==> src/rtl/assert_macros.svh <==
// Assertion macros shared by the tessellator RTL.
// Each macro expects clk and rst_n to be visible where it is used.
`ifndef ASSERT_MACROS_SVH
`define ASSERT_MACROS_SVH

// Assertion that is checked at every rising clock edge outside reset.
`define ASSERT_CLK(lbl, prop, msg) \
    lbl: assert property (@(posedge clk) disable iff (!rst_n) prop) else $error(msg);

// Condition that must never be true at a rising clock edge outside reset.
`define ASSERT_NEVER(lbl, cond, msg) \
    lbl: assert property (@(posedge clk) disable iff (!rst_n) !(cond)) else $error(msg);

`endif

==> src/rtl/cbt_pkg.sv <==
// Package for the cubic B-spline tessellator: widths, constants, FSM and status types.
// Used by cbt_div and cubic_bspline_tessellator_top; depends on nothing.
package cbt_pkg;

    localparam int COORD_W     = 16;
    localparam int STEP_W      = 6;
    localparam int WIN_DEPTH   = 3;
    localparam int DEN_W       = 21;  // 6*n^3 for n up to 63
    localparam int ACC_W       = 40;
    localparam int DIVD_W      = 39;  // 2*acc + den
    localparam int DIVS_W      = 22;  // 2*den
    localparam int QUO_W       = 16;
    localparam int CNT_W       = 4;   // log2 of QUO_W
    localparam int MUL_A_W     = 22;
    localparam int MUL_B_W     = 17;
    localparam int PROD_W      = MUL_A_W + MUL_B_W;

    localparam logic [STEP_W-1:0] STEPS_RESET = 6'd16;
    localparam logic [1:0]        WIN_FULL    = 2'd3;

    typedef enum logic [3:0] {
        S_IDLE,
        S_NSQ,
        S_NCUBE,
        S_KSQ,
        S_KCUBE,
        S_MSQ,
        S_MCUBE,
        S_K2N,
        S_KN2,
        S_WGT,
        S_MAC,
        S_DSTART,
        S_DIV,
        S_EMIT,
        S_SHIFT
    } cbt_state_t;

    typedef struct packed {
        logic busy;
        logic done;
    } div_stat_t;

endpackage

==> src/rtl/cubic_bspline_tessellator_top.sv <==
// Top level of the uniform cubic B-spline tessellator: window, sequencer, shared multiplier.
// Depends on cbt_pkg, cbt_div and assert_macros.svh.
//
//  channel   direction  handshake            payload
//  input     in         in_valid / in_stall  new_curve, in_x, in_y, in_z
//  output    out        out_valid/out_stall  out_x, out_y, out_z, last_sample
//  config    in         cfg_we               cfg_wdata (steps per segment)
//
// A point that only fills the window is simply stored. A point that closes a window
// produces n+1 samples; for each sample the sequencer forms the basis terms and the
// weights with the shared multiplier, then for each axis runs the multiply-accumulate
// steps and the bit-serial divider (one quotient bit per cycle), and ends in one output
// step. Reset clears the control state and sets steps to 16. in_stall is high while a
// segment is in progress, and a stall on the output simply holds the sequencer in its
// output step.
`include "assert_macros.svh"

module cubic_bspline_tessellator_top (
    input  logic                              clk,
    input  logic                              rst_n,
    input  logic                              cfg_we,
    input  logic [cbt_pkg::STEP_W-1:0]        cfg_wdata,
    input  logic                              in_valid,
    output logic                              in_stall,
    input  logic                              new_curve,
    input  logic signed [cbt_pkg::COORD_W-1:0] in_x,
    input  logic signed [cbt_pkg::COORD_W-1:0] in_y,
    input  logic signed [cbt_pkg::COORD_W-1:0] in_z,
    output logic                              out_valid,
    input  logic                              out_stall,
    output logic signed [cbt_pkg::COORD_W-1:0] out_x,
    output logic signed [cbt_pkg::COORD_W-1:0] out_y,
    output logic signed [cbt_pkg::COORD_W-1:0] out_z,
    output logic                              last_sample
);
    import cbt_pkg::*;

    cbt_state_t state_reg, state_next;

    logic [STEP_W-1:0]         steps_reg;
    logic [1:0]                held_reg;
    logic [1:0]                held_eff;
    logic signed [COORD_W-1:0] win_reg [0:WIN_DEPTH-1][0:2];
    logic signed [COORD_W-1:0] pt_reg [0:2];
    logic [STEP_W-1:0]         n_reg, k_reg, m;
    logic [11:0]               n2_reg, k2_reg, m2_reg;
    logic [17:0]               n3_reg, k3_reg, m3_reg, k2n_reg, kn2_reg;
    logic [DEN_W-1:0]          den_reg;
    logic [DEN_W-1:0]          w_reg [0:3];
    logic [1:0]                coord_reg;
    logic [2:0]                j_reg;
    logic signed [ACC_W-1:0]   acc_reg;
    logic signed [PROD_W-1:0]  prod_reg;
    logic signed [COORD_W-1:0] res_reg [0:2];
    logic                      out_valid_reg, last_reg;
    logic signed [COORD_W-1:0] ox_reg, oy_reg, oz_reg;

    logic signed [MUL_A_W-1:0] mul_a;
    logic signed [MUL_B_W-1:0] mul_b;
    logic signed [PROD_W-1:0]  mul_p;
    logic signed [COORD_W-1:0] pick;
    logic signed [23:0]        k3s, k2ns, kn2s, n3s, w1s, w2s;
    logic [DEN_W-1:0]          den_calc;
    logic                      accept, emit, div_start;
    logic [DIVD_W-1:0]         dividend;
    logic [DIVS_W-1:0]         divisor;
    logic [QUO_W-1:0]          quotient;
    div_stat_t                 div_stat;

    assign accept   = in_valid && !in_stall;
    assign in_stall = (state_reg != S_IDLE);
    assign held_eff = new_curve ? 2'd0 : held_reg;
    assign m        = n_reg - k_reg;
    assign emit     = (state_reg == S_EMIT) && (!out_valid_reg || !out_stall);
    assign div_start = (state_reg == S_DSTART);

    // Operand selection for the one shared multiplier.
    always_comb
    begin
        pick = (j_reg[1:0] == 2'd3) ? pt_reg[coord_reg] : win_reg[j_reg[1:0]][coord_reg];
        mul_a = '0;
        mul_b = '0;
        unique case (state_reg)
            S_NSQ:   begin mul_a = MUL_A_W'(n_reg);  mul_b = MUL_B_W'(n_reg);  end
            S_NCUBE: begin mul_a = MUL_A_W'(n2_reg); mul_b = MUL_B_W'(n_reg);  end
            S_KSQ:   begin mul_a = MUL_A_W'(k_reg);  mul_b = MUL_B_W'(k_reg);  end
            S_KCUBE: begin mul_a = MUL_A_W'(k2_reg); mul_b = MUL_B_W'(k_reg);  end
            S_MSQ:   begin mul_a = MUL_A_W'(m);      mul_b = MUL_B_W'(m);      end
            S_MCUBE: begin mul_a = MUL_A_W'(m2_reg); mul_b = MUL_B_W'(m);      end
            S_K2N:   begin mul_a = MUL_A_W'(k2_reg); mul_b = MUL_B_W'(n_reg);  end
            S_KN2:   begin mul_a = MUL_A_W'(k_reg);  mul_b = MUL_B_W'(n2_reg); end
            S_MAC:
            begin
                mul_a = {1'b0, w_reg[j_reg[1:0]]};
                mul_b = {pick[COORD_W-1], pick};
            end
            default: ;
        endcase
    end

    assign mul_p = mul_a * mul_b;

    // Basis weights scaled by 6*n^3; every weight is non-negative and below 2^21.
    always_comb
    begin
        k3s  = {6'b0, k3_reg};
        k2ns = {6'b0, k2n_reg};
        kn2s = {6'b0, kn2_reg};
        n3s  = {6'b0, n3_reg};
        w1s  = (k3s + (k3s <<< 1)) - ((k2ns <<< 2) + (k2ns <<< 1)) + (n3s <<< 2);
        w2s  = n3s - (k3s + (k3s <<< 1)) + (k2ns + (k2ns <<< 1)) + (kn2s + (kn2s <<< 1));
        den_calc = DEN_W'({n3_reg, 2'b0}) + DEN_W'({n3_reg, 1'b0});
    end

    // The accumulator carries an offset of 32768*den so that it never goes negative,
    // which turns the signed rounding into an unsigned floor division.
    assign dividend = {acc_reg[DIVD_W-2:0], 1'b0} + DIVD_W'(den_reg);
    assign divisor  = {den_reg, 1'b0};

    cbt_div u_div (
        .clk      (clk),
        .rst_n    (rst_n),
        .start    (div_start),
        .dividend (dividend),
        .divisor  (divisor),
        .quotient (quotient),
        .stat     (div_stat)
    );

    always_ff @(posedge clk or negedge rst_n)
    begin
        if (!rst_n)
        begin
            state_reg     <= S_IDLE;
            steps_reg     <= STEPS_RESET;
            held_reg      <= '0;
            out_valid_reg <= 1'b0;
            k_reg         <= '0;
            coord_reg     <= '0;
            j_reg         <= '0;
        end
        else
        begin
            state_reg <= state_next;
            if (cfg_we)
            begin
                steps_reg <= cfg_wdata;
            end
            if (accept)
            begin
                held_reg <= (held_eff == WIN_FULL) ? WIN_FULL : held_eff + 2'd1;
                k_reg    <= '0;
            end
            if (emit)
            begin
                out_valid_reg <= 1'b1;
                k_reg         <= k_reg + 1'b1;
            end
            else if (out_valid_reg && !out_stall)
            begin
                out_valid_reg <= 1'b0;
            end
            if (state_reg == S_WGT)
            begin
                coord_reg <= '0;
                j_reg     <= '0;
            end
            else if (state_reg == S_MAC)
            begin
                j_reg <= j_reg + 1'b1;
            end
            else if (state_reg == S_DIV && div_stat.done)
            begin
                coord_reg <= coord_reg + 1'b1;
                j_reg     <= '0;
            end
        end
    end

    // Datapath registers without reset.
    always_ff @(posedge clk)
    begin
        if (accept)
        begin
            if (held_eff != WIN_FULL)
            begin
                win_reg[held_eff][0] <= in_x;
                win_reg[held_eff][1] <= in_y;
                win_reg[held_eff][2] <= in_z;
            end
            pt_reg[0] <= in_x;
            pt_reg[1] <= in_y;
            pt_reg[2] <= in_z;
            n_reg     <= (steps_reg == '0) ? STEP_W'(1) : steps_reg;
        end
        unique case (state_reg)
            S_NSQ:   n2_reg  <= mul_p[11:0];
            S_NCUBE: n3_reg  <= mul_p[17:0];
            S_KSQ:   k2_reg  <= mul_p[11:0];
            S_KCUBE: k3_reg  <= mul_p[17:0];
            S_MSQ:   m2_reg  <= mul_p[11:0];
            S_MCUBE: m3_reg  <= mul_p[17:0];
            S_K2N:   k2n_reg <= mul_p[17:0];
            S_KN2:   kn2_reg <= mul_p[17:0];
            S_WGT:
            begin
                w_reg[0] <= DEN_W'(m3_reg);
                w_reg[1] <= w1s[DEN_W-1:0];
                w_reg[2] <= w2s[DEN_W-1:0];
                w_reg[3] <= DEN_W'(k3_reg);
                den_reg  <= den_calc;
            end
            S_MAC:
            begin
                prod_reg <= mul_p;
                if (j_reg == 3'd0)
                begin
                    acc_reg <= {4'b0, den_reg, 15'b0};
                end
                else
                begin
                    acc_reg <= acc_reg + ACC_W'(prod_reg);
                end
            end
            S_DIV:
            begin
                if (div_stat.done)
                begin
                    res_reg[coord_reg] <= {~quotient[QUO_W-1], quotient[QUO_W-2:0]};
                end
            end
            S_SHIFT:
            begin
                for (int c = 0; c < 3; c++)
                begin
                    win_reg[0][c] <= win_reg[1][c];
                    win_reg[1][c] <= win_reg[2][c];
                    win_reg[2][c] <= pt_reg[c];
                end
            end
            default: ;
        endcase
        if (emit)
        begin
            ox_reg   <= res_reg[0];
            oy_reg   <= res_reg[1];
            oz_reg   <= res_reg[2];
            last_reg <= (k_reg == n_reg);
        end
    end

    // Sequencer: basis terms, weights, per axis MAC and divide, then output and shift.
    always_comb
    begin
        state_next = state_reg;
        unique case (state_reg)
            S_IDLE:
            begin
                if (accept && held_eff == WIN_FULL)
                begin
                    state_next = S_NSQ;
                end
            end
            S_NSQ:    state_next = S_NCUBE;
            S_NCUBE:  state_next = S_KSQ;
            S_KSQ:    state_next = S_KCUBE;
            S_KCUBE:  state_next = S_MSQ;
            S_MSQ:    state_next = S_MCUBE;
            S_MCUBE:  state_next = S_K2N;
            S_K2N:    state_next = S_KN2;
            S_KN2:    state_next = S_WGT;
            S_WGT:    state_next = S_MAC;
            S_MAC:
            begin
                if (j_reg == 3'd4)
                begin
                    state_next = S_DSTART;
                end
            end
            S_DSTART: state_next = S_DIV;
            S_DIV:
            begin
                if (div_stat.done)
                begin
                    state_next = (coord_reg == 2'd2) ? S_EMIT : S_MAC;
                end
            end
            S_EMIT:
            begin
                if (emit)
                begin
                    state_next = (k_reg == n_reg) ? S_SHIFT : S_KSQ;
                end
            end
            S_SHIFT:  state_next = S_IDLE;
            default:  state_next = S_IDLE;
        endcase
    end

    assign out_valid   = out_valid_reg;
    assign out_x       = ox_reg;
    assign out_y       = oy_reg;
    assign out_z       = oz_reg;
    assign last_sample = last_reg;

    `ASSERT_CLK(a_seg_busy, (accept && held_eff == WIN_FULL) |=> in_stall, "segment not started")
    `ASSERT_CLK(a_last_ends, (out_valid && last_sample && !out_stall) |=> !out_valid, "beat after last")
    `ASSERT_CLK(a_div_idle_state, div_stat.busy |-> (state_reg == S_DIV), "divider outside divide step")

endmodule

==> src/rtl/cbt_div.sv <==
// Restoring divider, one quotient bit per cycle, for the rounded sample quotient.
// Depends on cbt_pkg and assert_macros.svh.
`include "assert_macros.svh"

module cbt_div (
    input  logic                         clk,
    input  logic                         rst_n,
    input  logic                         start,
    input  logic [cbt_pkg::DIVD_W-1:0]   dividend,
    input  logic [cbt_pkg::DIVS_W-1:0]   divisor,
    output logic [cbt_pkg::QUO_W-1:0]    quotient,
    output cbt_pkg::div_stat_t           stat
);
    import cbt_pkg::*;

    logic [DIVD_W-1:0] rem_reg;
    logic [DIVD_W-1:0] dvs_reg;
    logic [QUO_W-1:0]  quo_reg;
    logic [CNT_W-1:0]  cnt_reg;
    logic              busy_reg;
    logic              done_reg;
    logic              ge;

    assign ge = (rem_reg >= dvs_reg);

    always_ff @(posedge clk or negedge rst_n)
    begin
        if (!rst_n)
        begin
            busy_reg <= 1'b0;
            done_reg <= 1'b0;
            cnt_reg  <= '0;
        end
        else
        begin
            done_reg <= 1'b0;
            if (start)
            begin
                busy_reg <= 1'b1;
                cnt_reg  <= CNT_W'(QUO_W - 1);
            end
            else if (busy_reg)
            begin
                cnt_reg <= cnt_reg - 1'b1;
                if (cnt_reg == '0)
                begin
                    busy_reg <= 1'b0;
                    done_reg <= 1'b1;
                end
            end
        end
    end

    // The divisor is aligned under the top quotient bit and walks right.
    always_ff @(posedge clk)
    begin
        if (start)
        begin
            rem_reg <= dividend;
            dvs_reg <= {divisor, {(DIVD_W-DIVS_W){1'b0}}} >> 2;
            quo_reg <= '0;
        end
        else if (busy_reg)
        begin
            if (ge)
            begin
                rem_reg <= rem_reg - dvs_reg;
            end
            dvs_reg <= dvs_reg >> 1;
            quo_reg <= {quo_reg[QUO_W-2:0], ge};
        end
    end

    assign quotient  = quo_reg;
    assign stat.busy = busy_reg;
    assign stat.done = done_reg;

    `ASSERT_CLK(a_done_follows_busy, done_reg |-> $past(busy_reg), "divider done without work")
    `ASSERT_NEVER(a_no_restart, busy_reg && start, "divider restarted while busy")
    `ASSERT_NEVER(a_busy_done, busy_reg && done_reg, "divider busy and done together")

endmodule

==> config.mk <==
export PLATFORM = sky130hd
export DESIGN_NAME = cubic_bspline_tessellator_top
export DESIGN_NICKNAME = d
export VERILOG_FILES = /design/src/rtl/cbt_pkg.sv /design/src/rtl/cubic_bspline_tessellator_top.sv /design/src/rtl/cbt_div.sv
export VERILOG_INCLUDE_DIRS = /design/src /design/src/rtl
export SDC_FILE = /design/constraint.sdc
export NUM_CORES = 2
export LEC_CHECK = 0
export BUFFER_PORTS_ARGS = -buffer_cell sky130_fd_sc_hd__buf_2
export CAP_MARGIN = 20
export CORE_MARGIN = 1
export CORE_UTILIZATION = 69
export CTS_BUF_LIST = sky130_fd_sc_hd__clkbuf_16
export CTS_CLUSTER_DIAMETER = 100
export CTS_CLUSTER_SIZE = 24
export DETAILED_ROUTE_END_ITERATION = 8
export GPL_TIMING_DRIVEN = 0
export PLACE_DENSITY = 0.87
export SLEW_MARGIN = 10
export SYNTH_ARGS = -nofsm -noshare
export SYNTH_HDL_FRONTEND = slang
export SYNTH_SLANG_ARGS = --single-unit
==> constraint.sdc <==
create_clock -name clk -period 22.7 [get_ports clk]
set_input_delay 4.54 -clock clk [delete_from_list [all_inputs] [get_ports clk]]
set_output_delay 4.54 -clock clk [all_outputs]
set_load 0.1 [all_outputs]
==> flow_summary_export.csv <==
group,metric,value,unit
placement,place_hpwl,110,mm
cts,cts_tree,"yes",
cts,cts.sink_count,764,
cts,clkSlewWorstSetupHoldPaths,0.10,ns
detailed_routing,drc,0,
synth,synthArstFlopShare,3.93,%
final_layout,layout.nets,5870,
outcome,status,"complete, no violations",
final_layout,post_route_cells_drive_above_1_share,6.41,%
worst_setup_path,rr_endpoint,"prod_reg[35]",
synth,synth_largest_area_cell,"edfxtp_1",
global_routing,grt_pass1_wl,219,mm
placement,io_buffers,109,
worst_setup_path,worstSetupPathType,"reg -> reg",
die,die_w,278,um
placement,gp_congestion,1.03,
die,core-area,74900,um^2
final_layout,final_core_util,75.1,%
sta,finalCriticalPeriod,11.30,ns
detailed_routing,wl_met3,18.5,mm
final_layout,regArea,22500,um^2
detailed_routing,drt-met1-wl,50.2,mm
die,die-area,77400,um^2
worst_setup_path,rr_startpoint,"j_reg[1]",
die,io_pins,111,
cts,cts_made_buffers,39,
final_layout,syn_to_final_growth,6.99,%
sta,timing.slew.headroom,17.7,%
synth,avgSynthCellArea,10.9,um^2
worst_setup_path,startpoint_type,"register",
worst_setup_path,reg2reg_depth,32,
detailed_routing,postRouteAntennaNets,0,
cts,clk-insertion-delay-late,0.65,ns
worst_setup_path,rrSetupSlack,11.40,ns
cts,postCtsHoldBufs,0,
sta,hold_viol,0,
sta,fin_setup_tns,0,ns
global_routing,grt_max_degree,60,
cts,cts_setup_buffers,0,
min_path,min_from,"m3_reg[7]",
final_layout,multi_input_area,27500,um^2
detailed_routing,routedWlPerCell,23.5,um
job,maxCapViolCount,0,
min_path,whs_endpoint,"w_reg[0][7]",
global_routing,gr-total-overflow,0,
final_layout,largest_register_ffs,192,
detailed_routing,drt_iter0_markers,4951,
sta,worst_pin_slew,1.23,ns
synth,ys_ff_latch,764,
worst_setup_path,cp_slowest_cell,"o41ai_1",
sta,rsz0062_at_grt,"false",
synth,ys_types,86,
placement,dp_slack,11.84,ns
worst_setup_path,required,23.06,ns
sta,fin_crit_sh,49.8,%
sta,max_freq,88.5,MHz
final_layout,num-fill-cells,4786,
worst_setup_path,cp_max_fo,10,
die,fp-row-count,100,
detailed_routing,vias,39000,
worst_setup_path,arrival,11.66,ns
sta,slew_viol_final,0,
cts,cts_buffer_depth,3,
cts,cts_max_level,2,
die,die_h,278,um
synth,synth_largest_type_area_fraction,40.1,%
worst_setup_path,crit_path_end_kind,"register",
synth,synth_common_cells,"nand2_1, edfxtp_1, inv_1",
synth,yosysMostFrequentCell,"nand2_1",
min_path,min_path_cells,0,
power,cellLeakagePower,0.0242,uW
power,ir_drop,81.6,uV
global_routing,grt_util_all_layers,37.3,%
sta,fin_skew,0.0510,ns
sta,setup_viol,0,
synth,synthTopCellsByArea,"edfxtp_1, fa_1, ha_1",
synth,synth_edf_count,702,
worst_setup_path,crit_path_max_incr_delay,0.81,ns
global_routing,grt_pass1_vias,39000,
detailed_routing,firstDrtPassIters,6,
synth,yosysWarnings,0,
detailed_routing,wl,143,mm
synth,syn_inst,4848,
synth,synth_top_flop_cell,"edfxtp_1",
detailed_routing,via_per_inst,6.41,
cts,post_cts_resized,0,
detailed_routing,wl_met2,65.7,mm
min_path,min-delay-path-class,"reg -> reg",
synth,synth_area,52600,um^2
global_routing,antenna_found_initial,7,
detailed_routing,maxUsedRoutingLayer,"met5",
sta,worst_slack,11.40,ns
cts,cts-root-buf,"clkbuf_16",
die,start_util,70.2,%
power,powerDensity,42.3,nW/um^2
worst_setup_path,crit_start,"j_reg[1]",
synth,yosysSeqAreaShare,42.7,%
[metrics by stage]
step	hold WS (ns)	instance area [um^2]	power, uW	cells
2_1_floorplan	0.400	52800	1580	4895
3_3_place_gp	0.401	54500	1600	5973
3_5_place_dp	0.405	55000	1600	6001
4_1_cts	0.425	56300	2380	6070
5_1_grt	0.428	56300	2430	6074
6_report	0.419	56300	2380	6077
[worst max-delay path by stage]
stage                                 to  slack [ns]  cells past startpoint
after floorplan             prod_reg[36]       12.45                     30
after global placement    win_reg[2][31]        8.46                      3
after detailed placement    prod_reg[35]       11.84                     32
after CTS                   prod_reg[35]       11.72                     32
after global routing        prod_reg[35]       11.07                     32
final                       prod_reg[35]       11.40                     32
[cell families (layout without fill, tap and decap cells)]
kind of cell,after synthesis,after routing,synth area share [%]
flops,764,764,42.7
fa+ha+maj,735,735,22.7
compound gates,731,731,9.19
buf+inv,774,982,5.55
xor+xnor,224,224,3.73
simple gates,1478,1478,12.0
mux,141,141,4.12
other cells,1,53,0.00713
[worst max-delay path, delay by kind of cell (launching register included)]
family / cells / cell delay (ns)
compound gates: 11 / 3.59
fa+ha+maj: 7 / 3.41
buf+inv: 12 / 3.25
flops: 1 / 0.49
simple gates: 2 / 0.23
[routing by layer]
| metal | vias to the layer above | track usage, % |
|---|---|---|
| met5 | - | 0 |
| met4 | 4 | 18.8 |
| met3 | 582 | 8.97 |
| met2 | 2668 | 59.8 |
| met1 | 18700 | 47.7 |
| li1 | 17000 | - |
[area by class of cell]
class	count	share of cell area, %
well taps	969	2.15
plain buffers	155	1.07
clock inverters	29	0.380
inverters	619	4.13
repair buffers	139	1.68
clock buffers	40	1.78
diodes	5	0.0222
flip-flops and latches	764	39.9
multi-input cells	3357	48.9
[report_power, final]
| part | switching (uW) | leakage, uW | internal [uW] |
|---|---|---|---|
| registers | 2.93 | 0.00702 | 1530 |
| logic | 22.2 | 0.0165 | 15.7 |
| clock network | 469 | 0.000658 | 342 |
[layout by cell type (no fill, tap or decap), drive strengths merged, types with 36 or more instances in the layout]
cell	count
inv	639
nand2	729
mux4	59
o21a	36
o31ai	39
nor2b	41
edfxtp	702
o21ai	146
xor2	87
nand3	56
a21oi	189
nor2	393
and3	39
ha	370
clkbuf	165
nand2b	51
fa	365
nor3	74
mux2i	69
buf	169
a21o	69
conb	48
xnor2	137
Power figures use the tool's default switching activity.
